$ cat config.mk
export PLATFORM = sky130hd
export DESIGN_NAME = websocket_frame_deframer_core
export DESIGN_NICKNAME = d
export VERILOG_FILES = /design/src/rtl/wsfd_pkg.sv /design/src/rtl/wsfd_step.sv /design/src/rtl/websocket_frame_deframer_core.sv
export SDC_FILE = /design/constraint.sdc
export NUM_CORES = 1
export LEC_CHECK = 0
export BUFFER_PORTS_ARGS = -buffer_cell sky130_fd_sc_hd__buf_2
export CAP_MARGIN = 10
export CORE_MARGIN = 2
export CORE_UTILIZATION = 36
export CTS_CLUSTER_DIAMETER = 60
export DETAILED_ROUTE_END_ITERATION = 10
export GPL_TIMING_DRIVEN = 0
export MAX_ROUTING_LAYER = met4
export PLACE_DENSITY = 0.49
export REMOVE_ABC_BUFFERS = 1
export SETUP_SLACK_MARGIN = 0.15
export SLEW_MARGIN = 40
export SYNTH_ARGS = -nofsm -noshare
export SYNTH_HDL_FRONTEND = slang
export SYNTH_SLANG_ARGS = --single-unit
export TNS_END_PERCENT = 10
$ cat constraint.sdc
create_clock -name clock -period 10.6 [get_ports clock]
set_input_delay 0.53 -clock clock [delete_from_list [all_inputs] [get_ports clock]]
set_output_delay 0.53 -clock clock [all_outputs]
set_load 0.02 [all_outputs]
$ cat src/rtl/wsfd_pkg.sv
// ----------------------------------------------------------------------------
// wsfd_pkg
// Types and codes shared by the frame deframer core and its step logic.
// ----------------------------------------------------------------------------
package wsfd_pkg;

   // parser phases, one-hot
   typedef enum logic [4:0] {
      PH_HDR1    = 5'b00001,
      PH_HDR2    = 5'b00010,
      PH_EXTLEN  = 5'b00100,
      PH_MASK    = 5'b01000,
      PH_PAYLOAD = 5'b10000
   } phase_type;

   localparam logic [6:0] LEN7_EXT16 = 7'd126;
   localparam logic [6:0] LEN7_EXT64 = 7'd127;
   localparam logic [3:0] EXT16_BYTES = 4'd2;
   localparam logic [3:0] EXT64_BYTES = 4'd8;
   localparam logic [3:0] KEY_BYTES   = 4'd4;

   typedef struct packed {
      logic [7:0] rx_byte;
      logic       buffer_last;
   } req_type;

   typedef struct packed {
      logic [7:0] payload_byte;
      logic       byte_valid;
      logic [3:0] frame_opcode;
      logic       frame_end;
      logic       aborted;
   } rsp_type;

   // parser state apart from the frame length counter
   typedef struct packed {
      phase_type   phase;
      logic [3:0]  cur_opcode;
      logic        mask_on;
      logic [3:0]  bytes_left;
      logic [31:0] mask_key;
      logic [1:0]  payload_index;
   } state_type;

endpackage

$ cat src/rtl/wsfd_step.sv
// ----------------------------------------------------------------------------
// wsfd_step
// Next-state and result logic for one received byte of the frame parser.
// ----------------------------------------------------------------------------
module wsfd_step #(
   parameter int LENGTH_BITS = 64
) (
   input  wsfd_pkg::state_type     cur_state,
   input  logic [LENGTH_BITS-1:0]  cur_rem,
   input  wsfd_pkg::req_type       req,
   output wsfd_pkg::state_type     nxt_state,
   output logic [LENGTH_BITS-1:0]  nxt_rem,
   output logic                    emit,
   output wsfd_pkg::rsp_type       rsp
);

   logic [7:0]             key_byte;
   logic [LENGTH_BITS-1:0] rem_dec;
   logic [LENGTH_BITS-1:0] rem_shift;
   logic                   valid;
   logic                   frame_done;
   logic                   abort_f;
   logic [7:0]             pbyte;

   assign rem_dec   = cur_rem - LENGTH_BITS'(1);
   assign rem_shift = {cur_rem[LENGTH_BITS-9:0], req.rx_byte};

   always_comb begin
      case (cur_state.payload_index)
         2'd0:    key_byte = cur_state.mask_key[31:24];
         2'd1:    key_byte = cur_state.mask_key[23:16];
         2'd2:    key_byte = cur_state.mask_key[15:8];
         default: key_byte = cur_state.mask_key[7:0];
      endcase
   end

   always_comb begin
      nxt_state  = cur_state;
      nxt_rem    = cur_rem;
      valid      = 1'b0;
      frame_done = 1'b0;
      abort_f    = 1'b0;
      pbyte      = 8'd0;

      case (cur_state.phase)
         wsfd_pkg::PH_HDR2: begin
            nxt_state.mask_on  = req.rx_byte[7];
            nxt_state.mask_key = 32'd0;
            nxt_rem            = '0;
            if (req.rx_byte[6:0] == wsfd_pkg::LEN7_EXT16) begin
               nxt_state.bytes_left = wsfd_pkg::EXT16_BYTES;
               nxt_state.phase      = wsfd_pkg::PH_EXTLEN;
            end else if (req.rx_byte[6:0] == wsfd_pkg::LEN7_EXT64) begin
               nxt_state.bytes_left = wsfd_pkg::EXT64_BYTES;
               nxt_state.phase      = wsfd_pkg::PH_EXTLEN;
            end else begin
               nxt_rem = LENGTH_BITS'(req.rx_byte[6:0]);
               if (req.rx_byte[7]) begin
                  nxt_state.bytes_left = wsfd_pkg::KEY_BYTES;
                  nxt_state.phase      = wsfd_pkg::PH_MASK;
               end else begin
                  nxt_state.payload_index = 2'd0;
                  if (req.rx_byte[6:0] == 7'd0) begin
                     nxt_state.phase = wsfd_pkg::PH_HDR1;
                     frame_done      = 1'b1;
                  end else begin
                     nxt_state.phase = wsfd_pkg::PH_PAYLOAD;
                  end
               end
            end
         end
         wsfd_pkg::PH_EXTLEN: begin
            // saturate when another byte would overflow the counter
            if (cur_rem[LENGTH_BITS-1 -: 8] != 8'd0) begin
               nxt_rem = '1;
            end else begin
               nxt_rem = rem_shift;
            end
            nxt_state.bytes_left = cur_state.bytes_left - 4'd1;
            if (cur_state.bytes_left == 4'd1) begin
               if (cur_state.mask_on) begin
                  nxt_state.bytes_left = wsfd_pkg::KEY_BYTES;
                  nxt_state.phase      = wsfd_pkg::PH_MASK;
               end else begin
                  nxt_state.payload_index = 2'd0;
                  if (nxt_rem == '0) begin
                     nxt_state.phase = wsfd_pkg::PH_HDR1;
                     frame_done      = 1'b1;
                  end else begin
                     nxt_state.phase = wsfd_pkg::PH_PAYLOAD;
                  end
               end
            end
         end
         wsfd_pkg::PH_MASK: begin
            nxt_state.mask_key   = {cur_state.mask_key[23:0], req.rx_byte};
            nxt_state.bytes_left = cur_state.bytes_left - 4'd1;
            if (cur_state.bytes_left == 4'd1) begin
               nxt_state.payload_index = 2'd0;
               if (cur_rem == '0) begin
                  nxt_state.phase = wsfd_pkg::PH_HDR1;
                  frame_done      = 1'b1;
               end else begin
                  nxt_state.phase = wsfd_pkg::PH_PAYLOAD;
               end
            end
         end
         wsfd_pkg::PH_PAYLOAD: begin
            pbyte                   = req.rx_byte ^ (cur_state.mask_on ? key_byte : 8'd0);
            valid                   = 1'b1;
            nxt_state.payload_index = cur_state.payload_index + 2'd1;
            nxt_rem                 = rem_dec;
            if (rem_dec == '0) begin
               frame_done      = 1'b1;
               nxt_state.phase = wsfd_pkg::PH_HDR1;
            end
         end
         default: begin
            nxt_state.cur_opcode = req.rx_byte[3:0];
            nxt_state.phase      = wsfd_pkg::PH_HDR2;
         end
      endcase

      // buffer end with a frame still open drops it
      if (req.buffer_last && nxt_state.phase != wsfd_pkg::PH_HDR1) begin
         abort_f                 = 1'b1;
         frame_done              = 1'b1;
         nxt_state.phase         = wsfd_pkg::PH_HDR1;
         nxt_state.bytes_left    = 4'd0;
         nxt_state.payload_index = 2'd0;
      end
   end

   assign emit             = valid | frame_done;
   assign rsp.payload_byte = pbyte;
   assign rsp.byte_valid   = valid;
   assign rsp.frame_opcode = nxt_state.cur_opcode;
   assign rsp.frame_end    = frame_done;
   assign rsp.aborted      = abort_f;

endmodule

$ cat src/rtl/websocket_frame_deframer_core.sv
// ----------------------------------------------------------------------------
// websocket_frame_deframer_core
// Receive-side WebSocket frame parser: header, length, mask key, payload.
// ----------------------------------------------------------------------------
// Usage:
//   req_* carries one received byte per transaction, with buffer_last set on
//   the final byte of a receive buffer. rsp_* carries at most one result per
//   byte: an unmasked payload byte, a zero-length frame end marker, or an
//   abort marker when a buffer ends inside a frame.
//   Each result is registered and appears on rsp_valid the cycle after its
//   byte is taken. Throughput: one byte per cycle while the receiver does
//   not stall; the parser state and the frame length counter (LENGTH_BITS
//   wide, one decrement and zero test) are updated once per byte.
//   Header and mask key bytes give no result unless the frame completes or
//   aborts on them.
//   A single output register holds the result; while the receiver stalls
//   with a result pending, req_ready drops and no byte is taken. A byte that
//   gives no result is still taken as soon as the register is free.
//   Reset (synchronous, active high) returns the parser to the first header
//   byte, clears the length, key and opcode, and empties the output register.
// ----------------------------------------------------------------------------
module websocket_frame_deframer_core #(
   parameter int LENGTH_BITS = 64
) (
   input  logic               clock,
   input  logic               reset,
   input  logic               req_valid,
   output logic               req_ready,
   input  wsfd_pkg::req_type  req_data,
   output logic               rsp_valid,
   input  logic               rsp_ready,
   output wsfd_pkg::rsp_type  rsp_data
);

   wsfd_pkg::state_type    state_ff;
   wsfd_pkg::state_type    state_in;
   logic [LENGTH_BITS-1:0] rem_ff;
   logic [LENGTH_BITS-1:0] rem_in;
   logic                   rsp_valid_ff;
   wsfd_pkg::rsp_type      rsp_data_ff;
   wsfd_pkg::rsp_type      rsp_data_in;
   logic                   emit;
   logic                   accept;

   assign req_ready = ~rsp_valid_ff | rsp_ready;
   assign accept    = req_valid & req_ready;

   wsfd_step #(
      .LENGTH_BITS(LENGTH_BITS)
   ) u_step (
      .cur_state(state_ff),
      .cur_rem  (rem_ff),
      .req      (req_data),
      .nxt_state(state_in),
      .nxt_rem  (rem_in),
      .emit     (emit),
      .rsp      (rsp_data_in)
   );

   always_ff @(posedge clock) begin
      if (reset) begin
         state_ff.phase         <= wsfd_pkg::PH_HDR1;
         state_ff.cur_opcode    <= 4'd0;
         state_ff.mask_on       <= 1'b0;
         state_ff.bytes_left    <= 4'd0;
         state_ff.mask_key      <= 32'd0;
         state_ff.payload_index <= 2'd0;
         rem_ff                 <= '0;
         rsp_valid_ff           <= 1'b0;
      end else begin
         if (accept) begin
            state_ff     <= state_in;
            rem_ff       <= rem_in;
            rsp_valid_ff <= emit;
         end else if (rsp_ready) begin
            rsp_valid_ff <= 1'b0;
         end
      end
   end

   always_ff @(posedge clock) begin
      if (accept && emit) begin
         rsp_data_ff <= rsp_data_in;
      end
   end

   assign rsp_valid = rsp_valid_ff;
   assign rsp_data  = rsp_data_ff;

   // an abort always closes the frame
   a_abort_ends: assert property (@(posedge clock) disable iff (reset)
      rsp_valid_ff |-> (!rsp_data_ff.aborted || rsp_data_ff.frame_end))
      else $error("aborted result without frame_end");

   // buffer end always leaves the parser waiting for a new header
   a_buffer_end_resets: assert property (@(posedge clock) disable iff (reset)
      (accept && req_data.buffer_last) |=> (state_ff.phase == wsfd_pkg::PH_HDR1))
      else $error("parser not at first header byte after buffer end");

   // only payload bytes produce a data result
   a_data_from_payload: assert property (@(posedge clock) disable iff (reset)
      (accept && state_ff.phase != wsfd_pkg::PH_PAYLOAD)
      |=> !(rsp_valid_ff && rsp_data_ff.byte_valid))
      else $error("data result from a header byte");

   // unmasked zero-length header gives an end marker right away
   a_zero_length_marker: assert property (@(posedge clock) disable iff (reset)
      (accept && state_ff.phase == wsfd_pkg::PH_HDR2 && req_data.rx_byte[7:0] == 8'd0)
      |=> (rsp_valid_ff && rsp_data_ff.frame_end && !rsp_data_ff.byte_valid))
      else $error("zero-length frame gave no end marker");

endmodule
==> results of run 1 <==
## cells by family after synthesis
group / synth area share [%]
fa+ha+maj: 1.42
simple gates: 27.1
mux: 1.07
xor+xnor: 4.63
flops: 34.2
compound gates: 26.3
buf+inv: 5.31
## worst max-delay path by stage
stage	startpoint	endpoint	depth (start not counted)
final	rem_ff[0]$_SDFFE_PP0P_	state_ff[0]$_SDFFE_PP0P_	12
after global routing	rem_ff[0]$_SDFFE_PP0P_	state_ff[0]$_SDFFE_PP0P_	12
after CTS	rem_ff[0]$_SDFFE_PP0P_	state_ff[0]$_SDFFE_PP0P_	12
after detailed placement	rem_ff[0]$_SDFFE_PP0P_	state_ff[0]$_SDFFE_PP0P_	12
after global placement	state_ff[46]$_SDFFE_PP0P_	rem_ff[6]$_SDFFE_PP0P_	6
after floorplan	state_ff[46]$_SDFFE_PP0P_	rem_ff[1]$_SDFFE_PP0P_	6
## cell type report
type	instances	area (µm²)
fillers	2262	12800
multi-input cells	818	4900
flip-flops and latches	128	2710
clock buffers	18	450
repair buffers	41	380
well taps	280	350
clock inverters	14	131
inverters	12	45.0
## state kept, by name, summed over array words and instances, names as in the netlist
register,flops
rem_ff,64
rsp_valid,1
state_ff,48
rsp_data,15
## metrics by stage
stage / cells / utilization (%)
6_report: 1311 / 41.3
5_1_grt: 1311 / 41.3
4_1_cts: 1311 / 41.2
3_5_place_dp: 1279 / 38.5
3_3_place_gp: 1267 / 37.0
2_1_floorplan: 958 / -
## cell usage after synthesis, types with 4 or more instances
master / instances
inv_1: 12
clkbuf_1: 91
nor3_1: 36
o41ai_1: 7
nor3b_1: 5
a21oi_1: 43
and2_1: 8
or4_1: 12
mux2i_1: 4
nand2_1: 105
a21o_1: 5
nor2_1: 135
o21ai_0: 135
xor2_1: 21
ha_1: 9
o21ai_1: 6
a22oi_1: 61
nand3_1: 17
dfxtp_1: 113
nand4_1: 17
nor4_1: 29
o31ai_1: 20
a31oi_1: 6
nand3b_1: 5
o211ai_1: 11
and3_1: 9
a222oi_1: 8
mux2_2: 4
o22ai_1: 12
edfxtp_1: 15
or3_1: 16
xnor2_1: 21
and4_1: 5
## worst max-delay path, cell delays in order, from the launching register on
cell	delay, ns
dfxtp_1	0.41
inv_1	0.12
ha_1	0.24
nor3b_2	0.53
nand4_2	0.57
nor4_4	0.74
nor3b_1	0.31
xnor2_1	0.24
nand4_1	0.14
or4_4	0.57
nor3_4	0.41
nor2_4	0.07
a2111oi_4	0.34
## routing by layer
metal | global-route usage (%) | share of wire, % | vias to the layer above
met1 | 31.9 | 49 | 3759
met4 | 7.50 | 2.0 | 0
met5 | - | 0 | -
met3 | 2.99 | 4.3 | 39
met2 | 32.7 | 44 | 221
li1 | - | - | 3817
## report_power, final
part           internal (µW)  switching (µW)
Clock                    325             266
Sequential               496            5.33
Combinational           57.4             118
==> results.cfg, run 1 <==
[status]
status = completed

[logic_synthesis]
yosys.area.top_type = dfxtp_1
yosysTopAreaCellShare_pct = 28.5
seq_area_frac_synth_pct = 34.2
synth_flop_cell = dfxtp_1
synthCells = 1054
synth-edff-count = 15
async_flop_share_pct = 0
yosys-top-cells-area = dfxtp_1, o21ai_0, nor2_1, a22oi_1, edfxtp_1
syn-cell-area_um2 = 7940
ys_types = 66
syn_area_per_cell_um2 = 7.53
synth_seq_cells = 128
ys_warn_count = 0

[clock_network]
cts.reportedPaths.clkPinSlew_ns = 0.07
clock_path_buffers = 2
clkSinkCount = 128
h-tree-depth = 4
tritoncts = yes
clk-insertion-delay-late_ns = 0.44
cts_buffers = 17
clockRootBuffer = clkbuf_16
ctsResizeCount = 0
hold_buffers = 0
cts_setup_buffers = 0

[detailed_routing]
drt-initial-drc-count = 800
routed_wl_um = 25000
final_antenna_net_count = 0
vias = 7836
via_per_inst = 5.98
firstDrtPassIters = 6
drcViolationCount = 0
wl_per_cell_um = 19.1

[place]
postPlaceCellArea_um2 = 8380
pre_cts_slack_ns = 5.88
post-dp-hpwl_um = 16300
routabilityCongestion = 0.835
io_buffers = 29

[floorplan]
start_util_pct = 36.5
placeableCoreArea_um2 = 21800
fp.dieH_um = 153
dieArea_um2 = 23300
io_pins = 30
fp.dieW_um = 153
rows = 54

[timing]
rsz0062_at_grt = false
finClkSkew_ns = 0.0111
setup-violations-final = 0
fin_crit_sh_pct = 45.2
finalHoldViolations = 0
period_minus_slack_ns = 4.79
worstMarginPinSlew_ns = 0.767
fin_setup_tns_ns = 0
worst_slack_ns = 5.81
drv_slew = 0
max_freq_ghz = 0.209
hold_slack_ns = 0.444
slew_headroom_pct = 48.7

[global_route]
grt_pass1_vias = 7231
grtUsageTotal_pct = 22.4
grt_pass1_wl_um = 41100
grt_max_degree = 74
overflow = 0
antenna_found_initial = 0

[finish]
layout-drive-gt1-share_pct = 10.6
area_delta_synth_final_pct = 13.0
final_cell_mix = o21ai_0, nor2_1, dfxtp_1, nand2_1, a22oi_1
fin_nets = 1040
layout_commonest_cell = o21ai_0
n_antenna_cell = 0
stdcell_area_um2 = 8970

[worst_hold_path]
hold_path_depth = 3
hold_end = rsp_valid$_SDFFE_PP0P_
min_path_type = input pin to register
min_from = rsp_ready

[critical_path]
cp-end-kind = register
required_ns = 10.94
r2r_slack_ns = 5.81
r2r_cells = 12
cp_max_fo = 15
timing.rr.start = rem_ff[0]$_SDFFE_PP0P_
cp_data_arrival_time_ns = 5.13
path_class = register to register
r2r_end = state_ff[0]$_SDFFE_PP0P_
cp-start-kind = register

[power]
irDropWorstVdd_mv = 0.0756
finalPower_uw = 1270
power-per-cell-area_nw_per_um2 = 141
p_leak_uw = 0.00324

[run]
maxCapViolCount = 0
(Power assumes the default switching activity.)
==> inputs of run 2 (changes only) <==
==> constraint.sdc (replaced) <==
create_clock -name clock -period 4.7 [get_ports clock]
set_input_delay 0.235 -clock clock [delete_from_list [all_inputs] [get_ports clock]]
set_output_delay 0.235 -clock clock [all_outputs]
set_load 0.02 [all_outputs]
==> run 2 against run 1 <==
Effect of this change:
- global-route usage barely moved
- total power rose by 130%
- worst setup slack got worse by 5.4 ns
- sequential share of layout area fell by 0.23 points
- register-to-register slack got worse by 5.4 ns
- clock power rose by 130%
- non-clock buffer count rose by 4
- fmax rose by 11%
- cell area rose by 0.75%
- via count rose by 0.14%
- count of clock-buffer cells in the layout did not move
- die area did not move
- highest routed layer unchanged
==> results.cfg, run 2 (synthesis gave the netlist of run 1 again) <==
[status]
status = completed

[detailed_routing]
via_per_inst = 5.97
final_antenna_net_count = 0
drcViolationCount = 0
drt-initial-drc-count = 720
vias = 7847
routed_wl_um = 25100
wl_per_cell_um = 19.1
firstDrtPassIters = 5

[global_route]
grt_pass1_vias = 7195
grt_max_degree = 74
grt_pass1_wl_um = 41200
grtUsageTotal_pct = 22.4
overflow = 0
antenna_found_initial = 0

[timing]
setup-violations-final = 0
slew_headroom_pct = 49.2
rsz0062_at_grt = true
finClkSkew_ns = 0.0114
max_freq_ghz = 0.231
hold_slack_ns = 0.153
finalHoldViolations = 0
period_minus_slack_ns = 4.32
worstMarginPinSlew_ns = 0.760
drv_slew = 0
fin_crit_sh_pct = 92.0

[power]
finalPower_uw = 2870
p_leak_uw = 0.00327
irDropWorstVdd_mv = 0.171
power-per-cell-area_nw_per_um2 = 318

[floorplan]
io_pins = 30
dieArea_um2 = 23300
placeableCoreArea_um2 = 21800
fp.dieH_um = 153
start_util_pct = 36.5
rows = 54
fp.dieW_um = 153

[finish]
layout-drive-gt1-share_pct = 11.0
fin_nets = 1044
largest_reg_flops = 64
regMostFlops = rem_ff
n_antenna_cell = 0
area_delta_synth_final_pct = 13.9
layout_commonest_cell = o21ai_0
final_cell_mix = o21ai_0, nor2_1, dfxtp_1, nand2_1, a22oi_1
instances_no_fill = 1315

[place]
routabilityCongestion = 0.835
io_buffers = 29
place_inst = 1279
post-dp-hpwl_um = 16300

[critical_path]
cp-end-kind = register
cp_max_fo = 15
cp-start-kind = register
timing.rr.start = rem_ff[0]$_SDFFE_PP0P_
path_class = register to register
r2r_slack_ns = 0.38
cp_data_arrival_time_ns = 4.66
r2r_end = state_ff[0]$_SDFFE_PP0P_
r2r_cells = 13
required_ns = 5.04

[clock_network]
tritoncts = yes
clkSinkCount = 128
clockRootBuffer = clkbuf_16
hold_buffers = 0
clk-insertion-delay-late_ns = 0.44
cts.reportedPaths.clkPinSlew_ns = 0.07
h-tree-depth = 4
cts_buffers = 17
clock_path_buffers = 2

[worst_hold_path]
hold_path_depth = 3
min_path_type = input pin to register
min_from = req_data[6]
hold_end = state_ff[7]$_SDFFE_PP0P_

[run]
maxCapViolCount = 0
==> run 2: cell types whose count changed in the layout (fill, tap and decap cells not counted), sizes merged <==
| cell | delta |
|---|---|
| inv | -1 |
| clkinvlp | +1 |
| buf | +4 |
==> run 2: worst max-delay path, cell delays in order, from the launching register on <==
cell,delay [ns]
dfxtp_1,0.40
inv_1,0.12
ha_1,0.24
nor3b_4,0.45
nand4_4,0.36
or4_1,0.61
xnor2_1,0.16
nor4_1,0.44
nand4_1,0.21
or4_4,0.49
nor3_4,0.21
buf_12,0.15
nor2_4,0.04
a2111oi_4,0.34
==> run 2: report_power, final <==
group	switching (µW)	internal (µW)	leakage (µW)	total [µW]
combinational	271	137	0.00193	408
clock	599	733	0.000280	1330
sequential	12.1	1120	0.00106	1130
total	881	1990	0.00327	2870
==> run 2: repair_timing <==
action | in CTS | in global routing
buffers inserted | 2 | 2
cloned | 0 | 0
endpoints found under the setup margin | 9 | 26
pin swaps | 1 | 1
resized for setup | 2 | 2
==> run 2: area by class of cell <==
cell class | count | area [µm²]
Fill cell | 2255 | 12700
Multi-Input combinational cell | 818 | 4930
Sequential cell | 128 | 2710
Clock buffer | 18 | 450
Timing Repair Buffer | 45 | 423
Tap cell | 280 | 350
Clock inverter | 14 | 131
Inverter | 12 | 48.8
==> run 2: per-stage QoR <==
step | util (%) | area (µm²) | setup WS [ns] | setup TNS [ns]
2_1_floorplan | - | 7560 | -2.81 | -141.09
3_3_place_gp | 37.0 | 8060 | -8.12 | -443.44
3_5_place_dp | 38.5 | 8380 | -0.0186 | -0.0186
4_1_cts | 41.3 | 8990 | 0.164 | 0
5_1_grt | 41.6 | 9040 | 0.142 | 0
6_report | 41.6 | 9040 | 0.376 | 0
==> run 2: worst max path at each step <==
stage,startpoint,end,slack (ns),depth (start not counted)
3_3_place_gp,state_ff[46]$_SDFFE_PP0P_,rem_ff[6]$_SDFFE_PP0P_,-8.12,6
5_1_grt,rem_ff[0]$_SDFFE_PP0P_,state_ff[0]$_SDFFE_PP0P_,0.14,13
3_5_place_dp,rem_ff[0]$_SDFFE_PP0P_,state_ff[0]$_SDFFE_PP0P_,-0.02,12
2_1_floorplan,state_ff[46]$_SDFFE_PP0P_,rem_ff[1]$_SDFFE_PP0P_,-2.81,6
6_report,rem_ff[0]$_SDFFE_PP0P_,state_ff[0]$_SDFFE_PP0P_,0.38,13
4_1_cts,rem_ff[8]$_SDFFE_PP0P_,state_ff[0]$_SDFFE_PP0P_,0.16,10
==> run 2: layer usage <==
metal	up-vias	GRT usage [%]	part of all wire, %
met5	-	-	0
met1	3776	32.2	49
met4	0	7.05	1.5
met3	28	2.90	4.8
met2	216	32.7	45
li1	3827	-	-
==> inputs of run 3 (changes only) <==
--- a/config.mk
+++ b/config.mk
@@ -7,13 +7,15 @@
 export LEC_CHECK = 0
 export BUFFER_PORTS_ARGS = -buffer_cell sky130_fd_sc_hd__buf_2
 export CAP_MARGIN = 10
+export CELL_PAD_IN_SITES_DETAIL_PLACEMENT = 0
+export CELL_PAD_IN_SITES_GLOBAL_PLACEMENT = 1
 export CORE_MARGIN = 2
 export CORE_UTILIZATION = 36
 export CTS_CLUSTER_DIAMETER = 60
 export DETAILED_ROUTE_END_ITERATION = 10
 export GPL_TIMING_DRIVEN = 0
 export MAX_ROUTING_LAYER = met4
-export PLACE_DENSITY = 0.49
+export PLACE_DENSITY = 0.63
 export REMOVE_ABC_BUFFERS = 1
 export SETUP_SLACK_MARGIN = 0.15
 export SLEW_MARGIN = 40
==> run 3 against run 2 <==
Effect of this change:
- sequential share of layout area shrank 0.054 points
- sequential power is essentially flat
- cell area grew 0.18%
- fmax shrank 1.8%
- count of clock-buffer cells in the layout shrank 1
- die area is the same
- highest routed layer unchanged
==> results.cfg, run 3 (synthesis gave the netlist of run 1 again) <==
[status]
status = completed

[finish]
area_delta_synth_final_pct = 14.1
layout_commonest_cell = o21ai_0
stdcell_area_um2 = 9060
instances_no_fill = 1314
multi_input_comb_area_um2 = 4940
final_cell_mix = o21ai_0, nor2_1, dfxtp_1, nand2_1, a22oi_1
seq_area_um2 = 2710
layout-drive-gt1-share_pct = 11.0
largest_reg_flops = 64
final_core_util_pct = 41.6
n_fill_cell = 2272
regMostFlops = rem_ff
fin_nets = 1042

[critical_path]
cp-end-kind = register
path_class = register to register
cp_max_fo = 15
cp_data_arrival_time_ns = 4.74
cpMaxStageDelayCell = nor4_2
required_ns = 5.03
crit_path_max_incr_delay_ns = 0.74
cp-start-kind = register
crit_chain = nor4_2 -> nand4_4 -> or4_1 -> xnor2_1 -> nor4_1 -> nand4_1 -> or4_4 -> nor3_4 -> nor2_4 -> a2111oi_4

[floorplan]
fp.dieW_um = 153
fp.dieH_um = 153
start_util_pct = 36.5
dieArea_um2 = 23300
io_pins = 30
rows = 54
placeableCoreArea_um2 = 21800

[clock_network]
clk-insertion-delay-late_ns = 0.43
clock_path_buffers = 2
cts.reportedPaths.clkPinSlew_ns = 0.07
tritoncts = yes
clockRootBuffer = clkbuf_16
clkSinkCount = 128
cts_buffers = 17
hold_buffers = 0
h-tree-depth = 4

[power]
clkPwrFrac_pct = 47.1
p_int_uw = 2060
irDropWorstVdd_mv = 0.175
power-per-cell-area_nw_per_um2 = 322
switchingPower_uw = 859
comb_power_share_pct = 14.0
p_leak_uw = 0.00328
seqPwrFrac_pct = 38.8
switching_share_pct = 29.5

[timing]
period_minus_slack_ns = 4.41
finalHoldViolations = 0
max_freq_ghz = 0.227
worstMarginPinSlew_ns = 0.865
fin_crit_sh_pct = 93.7
hold_slack_ns = 0.157
drv_slew = 0
finClkSkew_ns = 0.0123
setup-violations-final = 0
slew_headroom_pct = 41.9
rsz0062_at_grt = true

[detailed_routing]
final_antenna_net_count = 0
drcViolationCount = 0
firstDrtPassIters = 6
routed_wl_um = 25700
vias = 7758
via_per_inst = 5.90
drt-initial-drc-count = 850
wl_per_cell_um = 19.6

[global_route]
met2_usage_pct = 33.6
grt_max_degree = 65
grt_pass1_wl_um = 42500
grt_most_used_layer = met1
grt_pass1_vias = 7379
met1_usage_pct = 33.8
overflow = 0
grtUsageTotal_pct = 23.0
grtUsageMet3_pct = 3.27
antenna_found_initial = 2

[place]
place_inst = 1280
postPlaceCellArea_um2 = 8400
post-dp-hpwl_um = 17000
routabilityCongestion = 0.792
io_buffers = 29

[run]
maxCapViolCount = 0

[worst_hold_path]
min_path_type = input pin to register
## run 3: changes by cell type in the layout (fill, tap and decap cells not counted), sizes merged
cell / change
bufinv: +2
clkinv: +5
diode: +1
clkinvlp: -3
clkbuf: -1
inv: -3
buf: -2
## run 3: worst paths after layout
path / start / to / slack, ns / cells after the start
setup / recovery: rem_ff[4]$_SDFFE_PP0P_ / state_ff[0]$_SDFFE_PP0P_ / 0.29 / 10
hold / removal: req_data[6] / state_ff[7]$_SDFFE_PP0P_ / 0.16 / 3
setup reg to reg: rem_ff[4]$_SDFFE_PP0P_ / state_ff[0]$_SDFFE_PP0P_ / 0.29 / 10
hold reg to reg: state_ff[42]$_SDFFE_PP0P_ / state_ff[42]$_SDFFE_PP0P_ / 0.49 / 2
## run 3: power groups by stage
stage               sequential [µW]  clock [µW]  combinational (µW)
finish                         1130        1370                 408
global route                   1130        1450                 450
CTS                            1130        1400                 401
detailed placement             1160           0                 396
global placement               1160           0                 384
floorplan                      1160           0                 247
## run 3: routing by layer
layer	routed length, µm	up-vias
met4	291	0
met2	11400	187
met5	0	-
li1	-	3814
met3	1130	25
met1	12900	3732
## run 3: layout make-up
cell class / count / share of cell area, %
Multi-Input combinational cell: 818 / 54.6
Sequential cell: 128 / 29.9
Clock buffer: 17 / 4.70
Timing Repair Buffer: 43 / 4.45
Tap cell: 280 / 3.87
Clock inverter: 15 / 1.89
Inverter: 12 / 0.566
Antenna cell: 1 / 0.0276
## run 3: metrics by stage
stage                     setup slack (ns)  setup TNS, ns  power [µW]
after global routing                0.0590              0        3040
after floorplan                      -2.81        -141.09        1410
after CTS                            0.162              0        2930
final                                0.295              0        2910
after detailed placement           -0.0340        -0.0340        1550
after global placement               -8.35        -460.40        1540
## run 3: critical path, delay by kind of cell (launching register included)
family	cells	cell delay [ns]
flip-flops	1	0.39
XOR/XNOR	1	0.16
AO/OA/AOI/OAI	1	0.34
AND/OR/NAND/NOR	8	3.40
## run 3: timing repair
action,in CTS,in global routing
pin swaps,0,1
resized for setup,4,3
gates cloned,0,0
setup buffers,0,1
endpoints found under the setup margin,7,26
